--- src/hdl/assert_macros.svh ---
// assertion macros shared by the packet filter rtl
// expects clk and rst_n in the scope of the module that uses them
`ifndef ASSERT_MACROS_SVH
`define ASSERT_MACROS_SVH

// property that must hold at every clock edge outside reset
`define EPCF_ASSERT(lbl, prop, msg) \
    lbl: assert property (@(posedge clk) disable iff (!rst_n) prop) \
        else $error(msg);

// when the first expression holds, the second must hold in the next cycle
`define EPCF_ASSERT_NEXT(lbl, ante, cons, msg) \
    lbl: assert property (@(posedge clk) disable iff (!rst_n) (ante) |=> (cons)) \
        else $error(msg);

`endif

--- src/hdl/epcf_pkg.sv ---
// types and constants for the ethernet packet class filter
// no dependencies
`timescale 1ns / 1ps
`default_nettype none

package epcf_pkg;

    // filter mode codes
    localparam logic [2:0] MODE_NONE  = 3'd0;
    localparam logic [2:0] MODE_HTTP  = 3'd1;
    localparam logic [2:0] MODE_HTTPS = 3'd2;
    localparam logic [2:0] MODE_DNS   = 3'd3;
    localparam logic [2:0] MODE_ARP   = 3'd4;
    localparam logic [2:0] MODE_TCP   = 3'd5;
    localparam logic [2:0] MODE_UDP   = 3'd6;

    // ethertypes
    localparam logic [15:0] ET_ARP  = 16'h0806;
    localparam logic [15:0] ET_IPV4 = 16'h0800;
    localparam logic [15:0] ET_IPV6 = 16'h86DD;

    // ip protocol numbers
    localparam logic [7:0] PROTO_TCP = 8'd6;
    localparam logic [7:0] PROTO_UDP = 8'd17;

    // well-known ports
    localparam logic [15:0] PORT_HTTP  = 16'd80;
    localparam logic [15:0] PORT_HTTPS = 16'd443;
    localparam logic [15:0] PORT_DNS   = 16'd53;

    // header offsets and lengths in bytes
    localparam logic [7:0] ETH_HDR_LEN = 8'd14;
    localparam logic [7:0] IPV4_MIN_HDR = 8'd20;
    localparam logic [7:0] IPV6_HDR    = 8'd40;
    localparam logic [7:0] TCP_HDR     = 8'd20;
    localparam logic [7:0] UDP_HDR     = 8'd8;
    localparam logic [7:0] ET_HI_IDX   = 8'd12;
    localparam logic [7:0] ET_LO_IDX   = 8'd13;
    localparam logic [7:0] IHL_IDX     = 8'd14;
    localparam logic [7:0] V6_NH_IDX   = 8'd20;
    localparam logic [7:0] V4_PROTO_IDX = 8'd23;
    localparam logic [7:0] COUNT_MAX   = 8'd255;

    // config register byte address width; its top bit selects the register
    localparam int unsigned CFG_ADDR_W = 3;

    // fields captured from one frame, as seen at its last byte
    typedef struct packed {
        logic [7:0]  len;
        logic [15:0] ether_kind;
        logic [3:0]  ihl;
        logic [7:0]  proto;
        logic [15:0] sport;
        logic [15:0] dport;
    } frame_fields_t;

endpackage

`default_nettype wire

--- src/hdl/epcf_decide.sv ---
// match decision for one finished frame
// depends on epcf_pkg
`timescale 1ns / 1ps
`default_nettype none

module epcf_decide (
    input  wire logic [2:0]             mode,
    input  wire epcf_pkg::frame_fields_t fields,
    output logic                        match
);
    import epcf_pkg::*;

    logic [7:0] toff;
    logic [8:0] tcp_end;
    logic [8:0] udp_end;
    logic       is_v4;
    logic       is_v6;
    logic       eth_ok;
    logic       l3_ok;
    logic       tcp_ok;
    logic       udp_ok;

    // transport offset and the lengths the transport header needs
    always_comb
    begin
        is_v4   = (fields.ether_kind == ET_IPV4);
        is_v6   = (fields.ether_kind == ET_IPV6);
        toff    = is_v6 ? (ETH_HDR_LEN + IPV6_HDR)
                        : (ETH_HDR_LEN + {2'b00, fields.ihl, 2'b00});
        tcp_end = {1'b0, toff} + {1'b0, TCP_HDR};
        udp_end = {1'b0, toff} + {1'b0, UDP_HDR};
        eth_ok  = (fields.len >= ETH_HDR_LEN);
        l3_ok   = (is_v4 && (fields.len >= (ETH_HDR_LEN + IPV4_MIN_HDR)))
               || (is_v6 && (fields.len >= (ETH_HDR_LEN + IPV6_HDR)));
        tcp_ok  = l3_ok && (fields.proto == PROTO_TCP)
               && ({1'b0, fields.len} >= tcp_end);
        udp_ok  = l3_ok && (fields.proto == PROTO_UDP)
               && ({1'b0, fields.len} >= udp_end);
    end

    // per-mode match
    always_comb
    begin
        case (mode)
            MODE_NONE:  match = 1'b1;
            MODE_HTTP:  match = tcp_ok && ((fields.sport == PORT_HTTP)
                                        || (fields.dport == PORT_HTTP));
            MODE_HTTPS: match = tcp_ok && ((fields.sport == PORT_HTTPS)
                                        || (fields.dport == PORT_HTTPS));
            MODE_DNS:   match = udp_ok && ((fields.sport == PORT_DNS)
                                        || (fields.dport == PORT_DNS));
            MODE_ARP:   match = eth_ok && (fields.ether_kind == ET_ARP);
            MODE_TCP:   match = l3_ok && (fields.proto == PROTO_TCP);
            MODE_UDP:   match = l3_ok && (fields.proto == PROTO_UDP);
            default:    match = 1'b0;
        endcase
    end

endmodule

`default_nettype wire

--- src/hdl/ethernet_packet_class_filter.sv ---
// Ethernet packet class filter: takes a frame one byte per item and gives one
// match bit per frame at its last byte. Each byte is registered at the input,
// then one pass of logic updates the byte counter and the captured header
// fields (ethertype, IHL, protocol, ports) and, on the last byte, registers
// the match decision into the output register. One byte is taken every cycle
// unless the input stalls. The input stalls only when a last byte waits behind
// an untaken result. The filter mode is an APB register at byte address 0
// (bits 2:0) and is to be written by the user only while no frame is in
// flight; the block itself does not enforce this. Frames longer than 255
// bytes behave like 255-byte frames.
`timescale 1ns / 1ps
`default_nettype none
`include "assert_macros.svh"

module ethernet_packet_class_filter (
    input  wire logic                              clk,
    input  wire logic                              rst_n,
    // byte channel
    input  wire logic                              byte_valid,
    output logic                                   byte_stall,
    input  wire logic [7:0]                        frame_byte,
    input  wire logic                              frame_last,
    // result channel
    output logic                                   match_valid,
    input  wire logic                              match_stall,
    output logic                                   frame_match,
    // config port
    input  wire logic                              psel,
    input  wire logic                              penable,
    input  wire logic                              pwrite,
    input  wire logic [epcf_pkg::CFG_ADDR_W-1:0]   paddr,
    input  wire logic [31:0]                       pwdata,
    output logic [31:0]                            prdata,
    output logic                                   pready
);
    import epcf_pkg::*;

    // config register
    logic [2:0]  mode_reg;
    logic        cfg_write;

    // input register
    logic        s1_valid_reg;
    logic        s1_valid_next;
    logic [7:0]  s1_byte_reg;
    logic        s1_last_reg;
    logic        s1_advance;
    logic        byte_accept;

    // frame state
    logic [7:0]  count_reg;
    logic [7:0]  count_next;
    logic [15:0] ether_kind_reg;
    logic [15:0] ether_kind_next;
    logic [3:0]  ihl_reg;
    logic [3:0]  ihl_next;
    logic [7:0]  proto_reg;
    logic [7:0]  proto_next;
    logic [15:0] sport_reg;
    logic [15:0] sport_next;
    logic [15:0] dport_reg;
    logic [15:0] dport_next;
    logic [7:0]  toff;

    // output register
    logic        out_valid_reg;
    logic        out_valid_next;
    logic        match_reg;
    logic        match_now;

    frame_fields_t fields;

    // apb register access
    assign pready    = 1'b1;
    assign cfg_write = psel && penable && pwrite && !paddr[CFG_ADDR_W-1];
    assign prdata    = paddr[CFG_ADDR_W-1] ? 32'd0 : {29'd0, mode_reg};

    always_ff @(posedge clk or negedge rst_n)
    begin
        if (!rst_n)
            mode_reg <= MODE_NONE;
        else if (cfg_write)
            mode_reg <= pwdata[2:0];
    end

    // handshake: a last byte waits only while the result register is blocked
    assign s1_advance  = s1_valid_reg && !(s1_last_reg && out_valid_reg && match_stall);
    assign byte_stall  = s1_valid_reg && !s1_advance;
    assign byte_accept = byte_valid && !byte_stall;

    always_comb
    begin
        if (byte_accept)
            s1_valid_next = 1'b1;
        else if (s1_advance)
            s1_valid_next = 1'b0;
        else
            s1_valid_next = s1_valid_reg;
    end

    always_ff @(posedge clk or negedge rst_n)
    begin
        if (!rst_n)
            s1_valid_reg <= 1'b0;
        else
            s1_valid_reg <= s1_valid_next;
    end

    always_ff @(posedge clk)
    begin
        if (byte_accept)
        begin
            s1_byte_reg <= frame_byte;
            s1_last_reg <= frame_last;
        end
    end

    // field capture for the byte in the input register
    always_comb
    begin
        ether_kind_next = ether_kind_reg;
        ihl_next        = ihl_reg;
        proto_next      = proto_reg;
        sport_next      = sport_reg;
        dport_next      = dport_reg;

        if (count_reg == ET_HI_IDX)
            ether_kind_next[15:8] = s1_byte_reg;
        else if (count_reg == ET_LO_IDX)
            ether_kind_next[7:0] = s1_byte_reg;

        if (count_reg == IHL_IDX)
            ihl_next = s1_byte_reg[3:0];

        if ((count_reg == V6_NH_IDX) && (ether_kind_reg == ET_IPV6))
            proto_next = s1_byte_reg;
        if ((count_reg == V4_PROTO_IDX) && (ether_kind_reg == ET_IPV4))
            proto_next = s1_byte_reg;

        // transport offset sees an IHL taken from this same byte
        toff = (ether_kind_reg == ET_IPV6) ? (ETH_HDR_LEN + IPV6_HDR)
                                           : (ETH_HDR_LEN + {2'b00, ihl_next, 2'b00});
        if (count_reg >= ETH_HDR_LEN)
        begin
            if (count_reg == toff)
                sport_next[15:8] = s1_byte_reg;
            else if (count_reg == toff + 8'd1)
                sport_next[7:0] = s1_byte_reg;
            else if (count_reg == toff + 8'd2)
                dport_next[15:8] = s1_byte_reg;
            else if (count_reg == toff + 8'd3)
                dport_next[7:0] = s1_byte_reg;
        end

        // saturating byte counter
        count_next = (count_reg == COUNT_MAX) ? COUNT_MAX : count_reg + 8'd1;
    end

    // frame state update, cleared after the last byte
    always_ff @(posedge clk or negedge rst_n)
    begin
        if (!rst_n)
        begin
            count_reg      <= '0;
            ether_kind_reg <= '0;
            ihl_reg        <= '0;
            proto_reg      <= '0;
            sport_reg      <= '0;
            dport_reg      <= '0;
        end
        else if (s1_advance)
        begin
            if (s1_last_reg)
            begin
                count_reg      <= '0;
                ether_kind_reg <= '0;
                ihl_reg        <= '0;
                proto_reg      <= '0;
                sport_reg      <= '0;
                dport_reg      <= '0;
            end
            else
            begin
                count_reg      <= count_next;
                ether_kind_reg <= ether_kind_next;
                ihl_reg        <= ihl_next;
                proto_reg      <= proto_next;
                sport_reg      <= sport_next;
                dport_reg      <= dport_next;
            end
        end
    end

    // decision on the fields as they stand after the last byte
    assign fields = '{
        len:        count_next,
        ether_kind: ether_kind_next,
        ihl:        ihl_next,
        proto:      proto_next,
        sport:      sport_next,
        dport:      dport_next
    };

    epcf_decide u_decide (
        .mode   (mode_reg),
        .fields (fields),
        .match  (match_now)
    );

    // result register
    always_comb
    begin
        if (s1_advance && s1_last_reg)
            out_valid_next = 1'b1;
        else if (!match_stall)
            out_valid_next = 1'b0;
        else
            out_valid_next = out_valid_reg;
    end

    always_ff @(posedge clk or negedge rst_n)
    begin
        if (!rst_n)
            out_valid_reg <= 1'b0;
        else
            out_valid_reg <= out_valid_next;
    end

    always_ff @(posedge clk)
    begin
        if (s1_advance && s1_last_reg)
            match_reg <= match_now;
    end

    assign match_valid = out_valid_reg;
    assign frame_match = match_reg;

    // checks
    `EPCF_ASSERT(a_stall_only_on_last,
        byte_stall |-> (s1_valid_reg && s1_last_reg && out_valid_reg),
        "input stalled without a blocked last item")
    `EPCF_ASSERT_NEXT(a_clear_after_last, s1_advance && s1_last_reg,
        count_reg == 8'd0 && ether_kind_reg == 16'd0 && proto_reg == 8'd0,
        "frame state not cleared after last item")
    `EPCF_ASSERT_NEXT(a_count_saturates,
        s1_advance && !s1_last_reg && count_reg == COUNT_MAX,
        count_reg == COUNT_MAX, "byte counter wrapped")
    `EPCF_ASSERT_NEXT(a_mode_none_matches,
        s1_advance && s1_last_reg && mode_reg == MODE_NONE,
        out_valid_reg && match_reg, "frame failed with filter none")

endmodule

`default_nettype wire
--- config.mk ---
export PLATFORM = sky130hd
export DESIGN_NAME = ethernet_packet_class_filter
export DESIGN_NICKNAME = d
export VERILOG_FILES = /design/src/hdl/epcf_pkg.sv /design/src/hdl/epcf_decide.sv /design/src/hdl/ethernet_packet_class_filter.sv
export VERILOG_INCLUDE_DIRS = /design/src /design/src/hdl
export SDC_FILE = /design/constraint.sdc
export NUM_CORES = 1
export LEC_CHECK = 0
export CORE_MARGIN = 8
export CORE_UTILIZATION = 40
export CTS_CLUSTER_DIAMETER = 200
export CTS_CLUSTER_SIZE = 14
export DETAILED_ROUTE_END_ITERATION = 16
export DONT_BUFFER_PORTS = 1
export SLEW_MARGIN = 10
export SYNTH_ARGS = -nofsm -noshare
export SYNTH_HDL_FRONTEND = slang
export SYNTH_HIERARCHICAL = 1
export SYNTH_SLANG_ARGS = --single-unit
--- constraint.sdc ---
create_clock -name clk -period 8.3 [get_ports clk]
set_clock_uncertainty 0.15 [all_clocks]
set_input_delay 0.83 -clock clk [delete_from_list [all_inputs] [get_ports clk]]
set_output_delay 0.83 -clock clk [all_outputs]
set_load 0.05 [all_outputs]
Yosys cells after proc, flatten, opt, wreduce, memory -nomap -nowiden
Cells that the tools add are included.
{"block": "word_totals", "regBits": 83, "inputBits": 51, "out_inout_bits": 36, "wordCells": 117}
{"block": "classes", "add_sub_neg": 7, "order_cmp": 6, "n_eq_ne": 30, "muxes": 31, "n_reduce_logical": 31}
{"cell": "8-bit two-way mux", "n": 16}
{"cell": "16-bit two-way mux", "n": 7}
{"cell": "16-bit by 12-bit equality test with 1-bit output (second input constant)", "n": 3}
{"cell": "16-bit equality test (second input constant)", "n": 2}
{"cell": "16-bit by 6-bit equality test with 1-bit output (second input constant)", "n": 2}
{"cell": "16-bit by 7-bit equality test with 1-bit output (second input constant)", "n": 2}
{"cell": "16-bit by 9-bit equality test with 1-bit output (second input constant)", "n": 2}
{"cell": "8-bit equality test", "n": 4}
{"cell": "8-bit by 4-bit equality test with 1-bit output (second input constant)", "n": 3}
{"cell": "8-bit by 5-bit equality test with 1-bit output (second input constant)", "n": 3}
{"cell": "1-bit logical AND", "n": 21}
{"cell": "8-bit by 9-bit greater-or-equal comparator with 1-bit output", "n": 2}
{"cell": "8-bit by 1-bit adder with 8-bit output (second input constant)", "n": 2}
{"cell": "8-bit by 2-bit adder with 8-bit output (second input constant)", "n": 2}
{"cell": "8-bit by 4-bit greater-or-equal comparator with 1-bit output (second input constant)", "n": 2}
{"cell": "8-bit by 6-bit greater-or-equal comparator with 1-bit output (second input constant)", "n": 2}
{"cell": "8-bit by 4-bit adder with 9-bit output (second input constant)", "n": 1}
{"cell": "8-bit by 5-bit adder with 9-bit output (second input constant)", "n": 1}
{"cell": "3-bit equality test (second input constant)", "n": 3}
{"cell": "8-bit by 3-bit equality test with 1-bit output (second input constant)", "n": 1}
{"cell": "8-bit equality test (second input constant)", "n": 1}
{"cell": "4-bit two-way mux", "n": 2}
{"cell": "4-bit by 6-bit adder with 7-bit output (first input constant)", "n": 1}
{"cell": "1-bit one-hot mux with 7 select lines", "n": 1}
{"cell": "other kinds (9)", "n": 19}

Longest topological paths before layout
{"block": "depth", "depth_word": 15, "ltp_mapped": 24, "mapped_depth_nobuf": 23}

Cells and area by module
The synthesis kept the hierarchy.
{"module": "ethernet_packet_class_filter", "instances": 1, "cells_each": 470, "area_each_um2": 4787.1, "seq_area_each_um2": 2127.0}
{"module": "epcf_decide", "instances": 1, "cells_each": 140, "area_each_um2": 1008.5, "seq_area_each_um2": 0.0}

Least setup slack after synthesis
OpenSTA, ideal clock, no wires.
{"block": "synth_timing", "path_kind": "register to register", "start": "reg count_reg[7]", "end": "reg match_reg (netlist: frame_match), data pin", "setup_time_ns": 0.263, "t_arrival_ns": 4.731, "required_ns": 7.887, "path_slack_ns": 3.156, "path_stages_with_launch": 20, "n_path_buf": 1, "synth_period_minus_slack_ns": 5.144, "path_cell_list": "dfrtp_1 -> or4_1 -> clkbuf_1 -> nor3_1 -> mux2_2 -> nor3_2 -> and3_1 -> nor2_1 -> ha_1 -> a21oi_1 -> o22ai_1 -> a22oi_1 -> xor2_1 -> nand2_1 -> ha_1 -> a2111o_1 -> a31oi_1 -> a2111oi_2 -> o211ai_1 -> nand3_1"}
{"block": "synth_via", "elab_cells_between_ends": 70, "cone_classes": "add/sub (7); order compare (6); eq/ne (21); mux (20); reduce/logical (16)"}
{"element": "from (decl)", "line_no": "ethernet_packet_class_filter.sv:51", "text": "logic [7:0] count_reg;"}
{"element": "from (signal assigned)", "line_no": "ethernet_packet_class_filter.sv:184", "text": "count_reg <= count_next;"}
{"element": "8-bit by 4-bit equality test with 1-bit output", "line_no": "ethernet_packet_class_filter.sv:129", "text": "else if (count_reg == ET_LO_IDX)"}
{"element": "8-bit two-way mux", "line_no": "ethernet_packet_class_filter.sv:129"}
{"element": "8-bit two-way mux (*)", "line_no": "ethernet_packet_class_filter.sv:127", "text": "if (count_reg == ET_HI_IDX)"}
{"element": "net ether_kind_next[1]", "line_no": "ethernet_packet_class_filter.sv:54", "text": "logic [15:0] ether_kind_next;"}
{"element": "16-bit equality test / 16-bit by 12-bit equality test with 1-bit output (equally long branches)", "line_no": "epcf_decide.sv:27, epcf_decide.sv:26"}
{"element": "8-bit two-way mux, or another cell as far along", "line_no": "epcf_decide.sv:28", "text": "toff = is_v6 ? (ETH_HDR_LEN + IPV6_HDR)"}
{"element": "8-bit by 4-bit adder with 9-bit output, or another cell as far along", "line_no": "epcf_decide.sv:31", "text": "udp_end = {1'b0, toff} + {1'b0, UDP_HDR};"}
{"element": "8-bit by 9-bit greater-or-equal comparator with 1-bit output, or another cell as far along", "line_no": "epcf_decide.sv:38", "text": "&& ({1'b0, fields.len} >= udp_end);"}
{"element": "1-bit logical AND, on equally long branches", "line_no": "epcf_decide.sv:38, epcf_decide.sv:36"}
{"element": "1-bit logical AND, on equally long branches", "line_no": "epcf_decide.sv:50, epcf_decide.sv:46, epcf_decide.sv:48"}
{"element": "1-bit one-hot mux with 7 select lines (*)", "line_no": "epcf_decide.sv:44", "text": "case (mode)"}
{"element": "net match_now", "line_no": "ethernet_packet_class_filter.sv:69", "text": "logic match_now;"}
{"element": "to (signal assigned)", "line_no": "ethernet_packet_class_filter.sv:232", "text": "match_reg <= match_now;"}
{"element": "to (decl)", "line_no": "ethernet_packet_class_filter.sv:68", "text": "logic match_reg;"}
The timed path passes the listed nets; every way through them passes the cells marked *.
A chain may end at the register's enable or synchronous reset.

Final worst setup path
{"block": "layout_timing", "start": "reg count_reg[6]", "end": "reg match_reg (netlist: frame_match), data pin"}
{"block": "layout_via", "elab_chain_cells": 15, "elab_cells_between_ends": 70, "cone_classes": "add/sub (7); order compare (6); eq/ne (21); mux (20); reduce/logical (16)"}
{"element": "8-bit by 4-bit equality test with 1-bit output (*)", "line_no": "ethernet_packet_class_filter.sv:132", "text": "if (count_reg == IHL_IDX)"}
{"element": "4-bit two-way mux (*)", "line_no": "ethernet_packet_class_filter.sv:132"}
{"element": "net ihl_next[0]", "line_no": "ethernet_packet_class_filter.sv:56", "text": "logic [3:0] ihl_next;"}
{"element": "4-bit by 6-bit adder with 7-bit output (*)", "line_no": "ethernet_packet_class_filter.sv:142", "text": ": (ETH_HDR_LEN + {2'b00, ihl_next, 2'b00});"}
{"element": "8-bit two-way mux (*)", "line_no": "ethernet_packet_class_filter.sv:141", "text": "toff = (ether_kind_reg == ET_IPV6) ? (ETH_HDR_LEN + IPV6_HDR)"}
{"element": "8-bit by 2-bit adder with 8-bit output", "line_no": "ethernet_packet_class_filter.sv:151", "text": "else if (count_reg == toff + 8'd3)"}
{"element": "8-bit equality test", "line_no": "ethernet_packet_class_filter.sv:151"}
{"element": "8-bit two-way mux", "line_no": "ethernet_packet_class_filter.sv:151"}
{"element": "[2 not listed]"}
{"element": "16-bit two-way mux (*)", "line_no": "ethernet_packet_class_filter.sv:145", "text": "if (count_reg == toff)"}
{"element": "16-bit two-way mux (*)", "line_no": "ethernet_packet_class_filter.sv:143", "text": "if (count_reg >= ETH_HDR_LEN)"}
{"element": "net dport_next[4]", "line_no": "ethernet_packet_class_filter.sv:62", "text": "logic [15:0] dport_next;"}
{"element": "16-bit by 6-bit equality test with 1-bit output, or another cell as far along", "line_no": "epcf_decide.sv:51", "text": "|| (fields.dport == PORT_DNS));"}
{"element": "1-bit logical OR, on equally long branches", "line_no": "epcf_decide.sv:51, epcf_decide.sv:47, epcf_decide.sv:49"}
{"element": "1-bit logical AND, on equally long branches", "line_no": "epcf_decide.sv:50, epcf_decide.sv:46, epcf_decide.sv:48"}
{"element": "1-bit one-hot mux with 7 select lines (*)", "line_no": "epcf_decide.sv:44"}
{"element": "net match_now", "line_no": "ethernet_packet_class_filter.sv:69"}
Marked as above.

==> results.py <==
metrics = {
    "setup_path": {
        "worst-path-max-fanout": 17,
        "worst_r2r_endpoint": "frame_match",
        "worst-setup-path-type": "reg -> reg",
        "worst_setup_path_start": "count_reg[6]",
        "worst_setup_path_endpoint": "frame_match",
        "cp_data_required_time_ps": 8340,
        "max_stage_delay_ps": 730,
        "reg2regPathDepth": 17,
        "cell_family_contributing_the_most_delay_on_the_critical_path": "simple AND/OR/NAND/NOR gates",
        "critical_path_arrival_ps": 6380,
        "worst_r2r_startpoint": "count_reg[6]",
        "critPathBufInv": 0,
        "critPathSlowestCell": "sky130_fd_sc_hd__or4_1",
        "critical_path_cell_count": 17,
        "path_cells": "or4_1 > o21ai_0 > nand2_1 > a2111oi_0 > ha_1 > nor3_1 > a21o_1 > o311ai_0 > o21ba_2 > and4b_1 > mux2_2 > or4b_4 > nor4_4 > a211oi_1 > a2111oi_2 > o211ai_1 > nand3_1",
        "cp-start-kind": "flip-flop",
        "critical_path.endpoint_type": "flip-flop",
        "worst-r2r-setup-slack_ps": 1960,
    },
    "run": {
        "max-cap-violations": 0,
    },
    "cts": {
        "cts_resized": 0,
        "tritoncts_clock_tree": "built",
        "cell_chosen_for_the_clock_root": "sky130_fd_sc_hd__clkbuf_16",
        "numClockSinks": 83,
        "clkSlewWorstSetupHoldPaths_ps": 70,
        "post-cts-setup-buffer-count": 0,
        "max-clock-path-buffers": 2,
        "htree_num_levels": 3,
        "tritoncts.num_buffers": 9,
        "clkLatencyLatePin_ps": 330,
        "holdBufCountCts": 0,
    },
    "sta": {
        "grt_setup_unrepaired": "no",
        "slew_viol_final": 0,
        "hold_slack_ps": 37.69,
        "max-slew-margin-rel": 0.1571,
        "maximum_clock_frequency_mhz": 157.7,
        "tightest_slew_ps": 1251,
        "hold_viol_final": 0,
        "tns_ps": 0,
        "fraction_of_the_cycle_the_final_worst_path_needs": 0.7641,
        "period_minus_slack_ps": 6342,
        "count_of_endpoints_failing_setup_in_the_final_report": 0,
    },
    "floorplan": {
        "boundaryPins": 87,
        "die_area_sq_mm": 0.01860,
        "chipHeight_um": 136.4,
        "floorplan.initialDensity": 0.4033,
        "chipWidth_um": 136.4,
        "design.core.area_sq_mm": 0.01437,
        "rows": 44,
    },
    "finish": {
        "finalNetCount": 660,
        "finish.utilization": 0.4227,
        "filler_cell_count": 1403,
        "layout.cells.most_common": "sky130_fd_sc_hd__dfrtp_1",
        "syn_to_final_growth_pct": 4.793,
        "drive_above_1_share": 0.1364,
        "most-common-layout-cells": "73 x sky130_fd_sc_hd__dfrtp_1, 56 x sky130_fd_sc_hd__nand2_1, 43 x sky130_fd_sc_hd__o21ai_0",
        "diodes": 0,
    },
    "synth": {
        "post_synth_instance_area_sq_mm": 0.005796,
        "synth_area_leader_cell": "sky130_fd_sc_hd__dfrtp_1",
        "synth_sequential_area_ratio": 0.3670,
        "netlist.area_leader.share": 0.3152,
        "synth_warnings": 6,
        "synth.avg_cell_area_sq_um": 9.501,
        "ys_ff_latch": 83,
        "synthFlopType": "sky130_fd_sc_hd__dfrtp_1",
        "async_reset_ff_frac": 0.8795,
        "synth_cell_types": 76,
        "synth_enable_flop_cells": 10,
        "synth_top_cells_by_area": "sky130_fd_sc_hd__dfrtp_1 32%, sky130_fd_sc_hd__mux2_2 7.6%, sky130_fd_sc_hd__edfxtp_1 5.2%, sky130_fd_sc_hd__a22o_1 4.4%, sky130_fd_sc_hd__ha_1 4.3%",
        "synth_cells": 610,
    },
    "status": {
        "outcome": "complete, no violations",
    },
    "global_routing": {
        "grt_first_pass_wirelength_um": 24110,
        "grt_start_max_net_pins": 74,
        "grt_pass1_vias": 4705,
        "grt-ovfl-total": 0,
        "grt_antenna_before_repair": 0,
        "grt.total_usage": 0.1610,
    },
    "routing": {
        "routed_wire_length_per_instance_um": 18.98,
        "drtIter0Drc": 320,
        "route.final.wire_length_um": 14770,
        "drt_first_pass_iters": 4,
        "ant_nets": 0,
        "drcViolationCount": 0,
        "vias": 4666,
        "via_per_inst": 5.997,
    },
    "min_path": {
        "timing.hold.worst.class": "in -> async",
    },
    "placed_design": {
        "placement.io_buffers": 0,
        "dp.final_hpwl_um": 10640,
        "place_congestion": 0.8309,
    },
    "pwr": {
        "total_leakage_power_nw": 2.587,
        "max-vdd-ir-drop_v": 0.0001318,
        "power_per_cell_area_mw_per_mm2": 153.4,
    },
}
[metrics by stage]
| stage | instance area, sq um | cells | power (mW) | setup slack [ps] |
|---|---|---|---|---|
| after floorplan | 5901 | 638 | 0.5592 | 3156 |
| after global placement | 5804 | 762 | 0.5735 | 2096 |
| after detailed placement | 5804 | 762 | 0.5752 | 2097 |
| after CTS | 6073 | 778 | 0.9372 | 2032 |
| after global routing | 6073 | 778 | 0.9656 | 1531 |
| final | 6073 | 778 | 0.9319 | 1958 |
[layer usage]
| layer | global-route usage | up-vias | share of wire |
|---|---|---|---|
| met3 | 0.02069 | 20 | 0.042 |
| met4 | 0.05857 | 0 | 0.023 |
| met5 | 0 | - | 0 |
| li1 | - | 2201 | - |
| met1 | 0.2181 | 2321 | 0.47 |
| met2 | 0.2573 | 124 | 0.47 |
[cells in the mapped netlist (7+ instances only)]
cell type                   instances
sky130_fd_sc_hd__a32o_1            15
sky130_fd_sc_hd__and3_1             8
sky130_fd_sc_hd__inv_1             31
sky130_fd_sc_hd__a22o_1            29
sky130_fd_sc_hd__nor2_1            18
sky130_fd_sc_hd__nand4_1           14
sky130_fd_sc_hd__o2bb2ai_1          8
sky130_fd_sc_hd__nor3_1             7
sky130_fd_sc_hd__dfrtp_1           73
sky130_fd_sc_hd__nand3_1           11
sky130_fd_sc_hd__ha_1              20
sky130_fd_sc_hd__xnor2_1           10
sky130_fd_sc_hd__nand2b_1           8
sky130_fd_sc_hd__o32ai_1            7
sky130_fd_sc_hd__nand2_1           56
sky130_fd_sc_hd__o21ai_0           43
sky130_fd_sc_hd__buf_4             30
sky130_fd_sc_hd__a31oi_1            9
sky130_fd_sc_hd__edfxtp_1          10
sky130_fd_sc_hd__clkbuf_1          27
sky130_fd_sc_hd__a21oi_1           16
sky130_fd_sc_hd__mux2_2            39
sky130_fd_sc_hd__nor4_1            10
[cell type report]
| cell class | instances | area [sq um] | area share |
|---|---|---|---|
| Inverter | 33 | 123.9 | 0.02040 |
| Clock buffer | 10 | 229.0 | 0.03770 |
| Multi-Input combinational cell | 457 | 3286 | 0.5410 |
| Clock inverter | 6 | 40.04 | 0.006593 |
| Timing Repair Buffer | 5 | 37.54 | 0.006180 |
| Sequential cell | 83 | 2127 | 0.3502 |
| Tap cell | 184 | 230.2 | 0.03791 |
[worst min path at each step]
stage | start | end | depth (start not counted)
global route | rst_n | ihl_reg[3] | 0
global placement | sport_reg[15] | sport_reg[15] | 1
finish | rst_n | ihl_reg[3] | 0
floorplan | sport_reg[15] | sport_reg[15] | 1
CTS | rst_n | ihl_reg[3] | 0
detailed placement | sport_reg[15] | sport_reg[15] | 1
[cells by family after synthesis]
| kind of cell | synth area share |
|---|---|
| AND/OR/NAND/NOR | 0.1883 |
| flip-flops | 0.3670 |
| adder cells (fa/ha/maj) | 0.04318 |
| buffers and inverters | 0.08549 |
| multiplexers | 0.08614 |
| XOR/XNOR | 0.01965 |
| AO/OA/AOI/OAI | 0.2090 |
| other | 0.001296 |
[power breakdown]
| group | switching (mW) | leakage (nW) | internal (mW) |
|---|---|---|---|
| Combinational | 0.0913 | 1.36 | 0.0293 |
| Sequential | 0.0246 | 1.11 | 0.424 |
| Clock | 0.160 | 0.124 | 0.202 |
[worst register-to-register path, stage by stage (launching register included)]
cell and delay, ps:
sky130_fd_sc_hd__dfrtp_1 530, sky130_fd_sc_hd__or4_1 730, sky130_fd_sc_hd__o21ai_0 330, sky130_fd_sc_hd__nand2_1 400
sky130_fd_sc_hd__a2111oi_0 550, sky130_fd_sc_hd__ha_1 330, sky130_fd_sc_hd__nor3_1 190, sky130_fd_sc_hd__a21o_1 100
sky130_fd_sc_hd__o311ai_0 100, sky130_fd_sc_hd__o21ba_2 290, sky130_fd_sc_hd__and4b_1 690, sky130_fd_sc_hd__mux2_2 320
sky130_fd_sc_hd__or4b_4 510, sky130_fd_sc_hd__nor4_4 260, sky130_fd_sc_hd__a211oi_1 140, sky130_fd_sc_hd__a2111oi_2 360
sky130_fd_sc_hd__o211ai_1 120, sky130_fd_sc_hd__nand3_1 130
No activity file was read; power rests on OpenSTA's default activity.
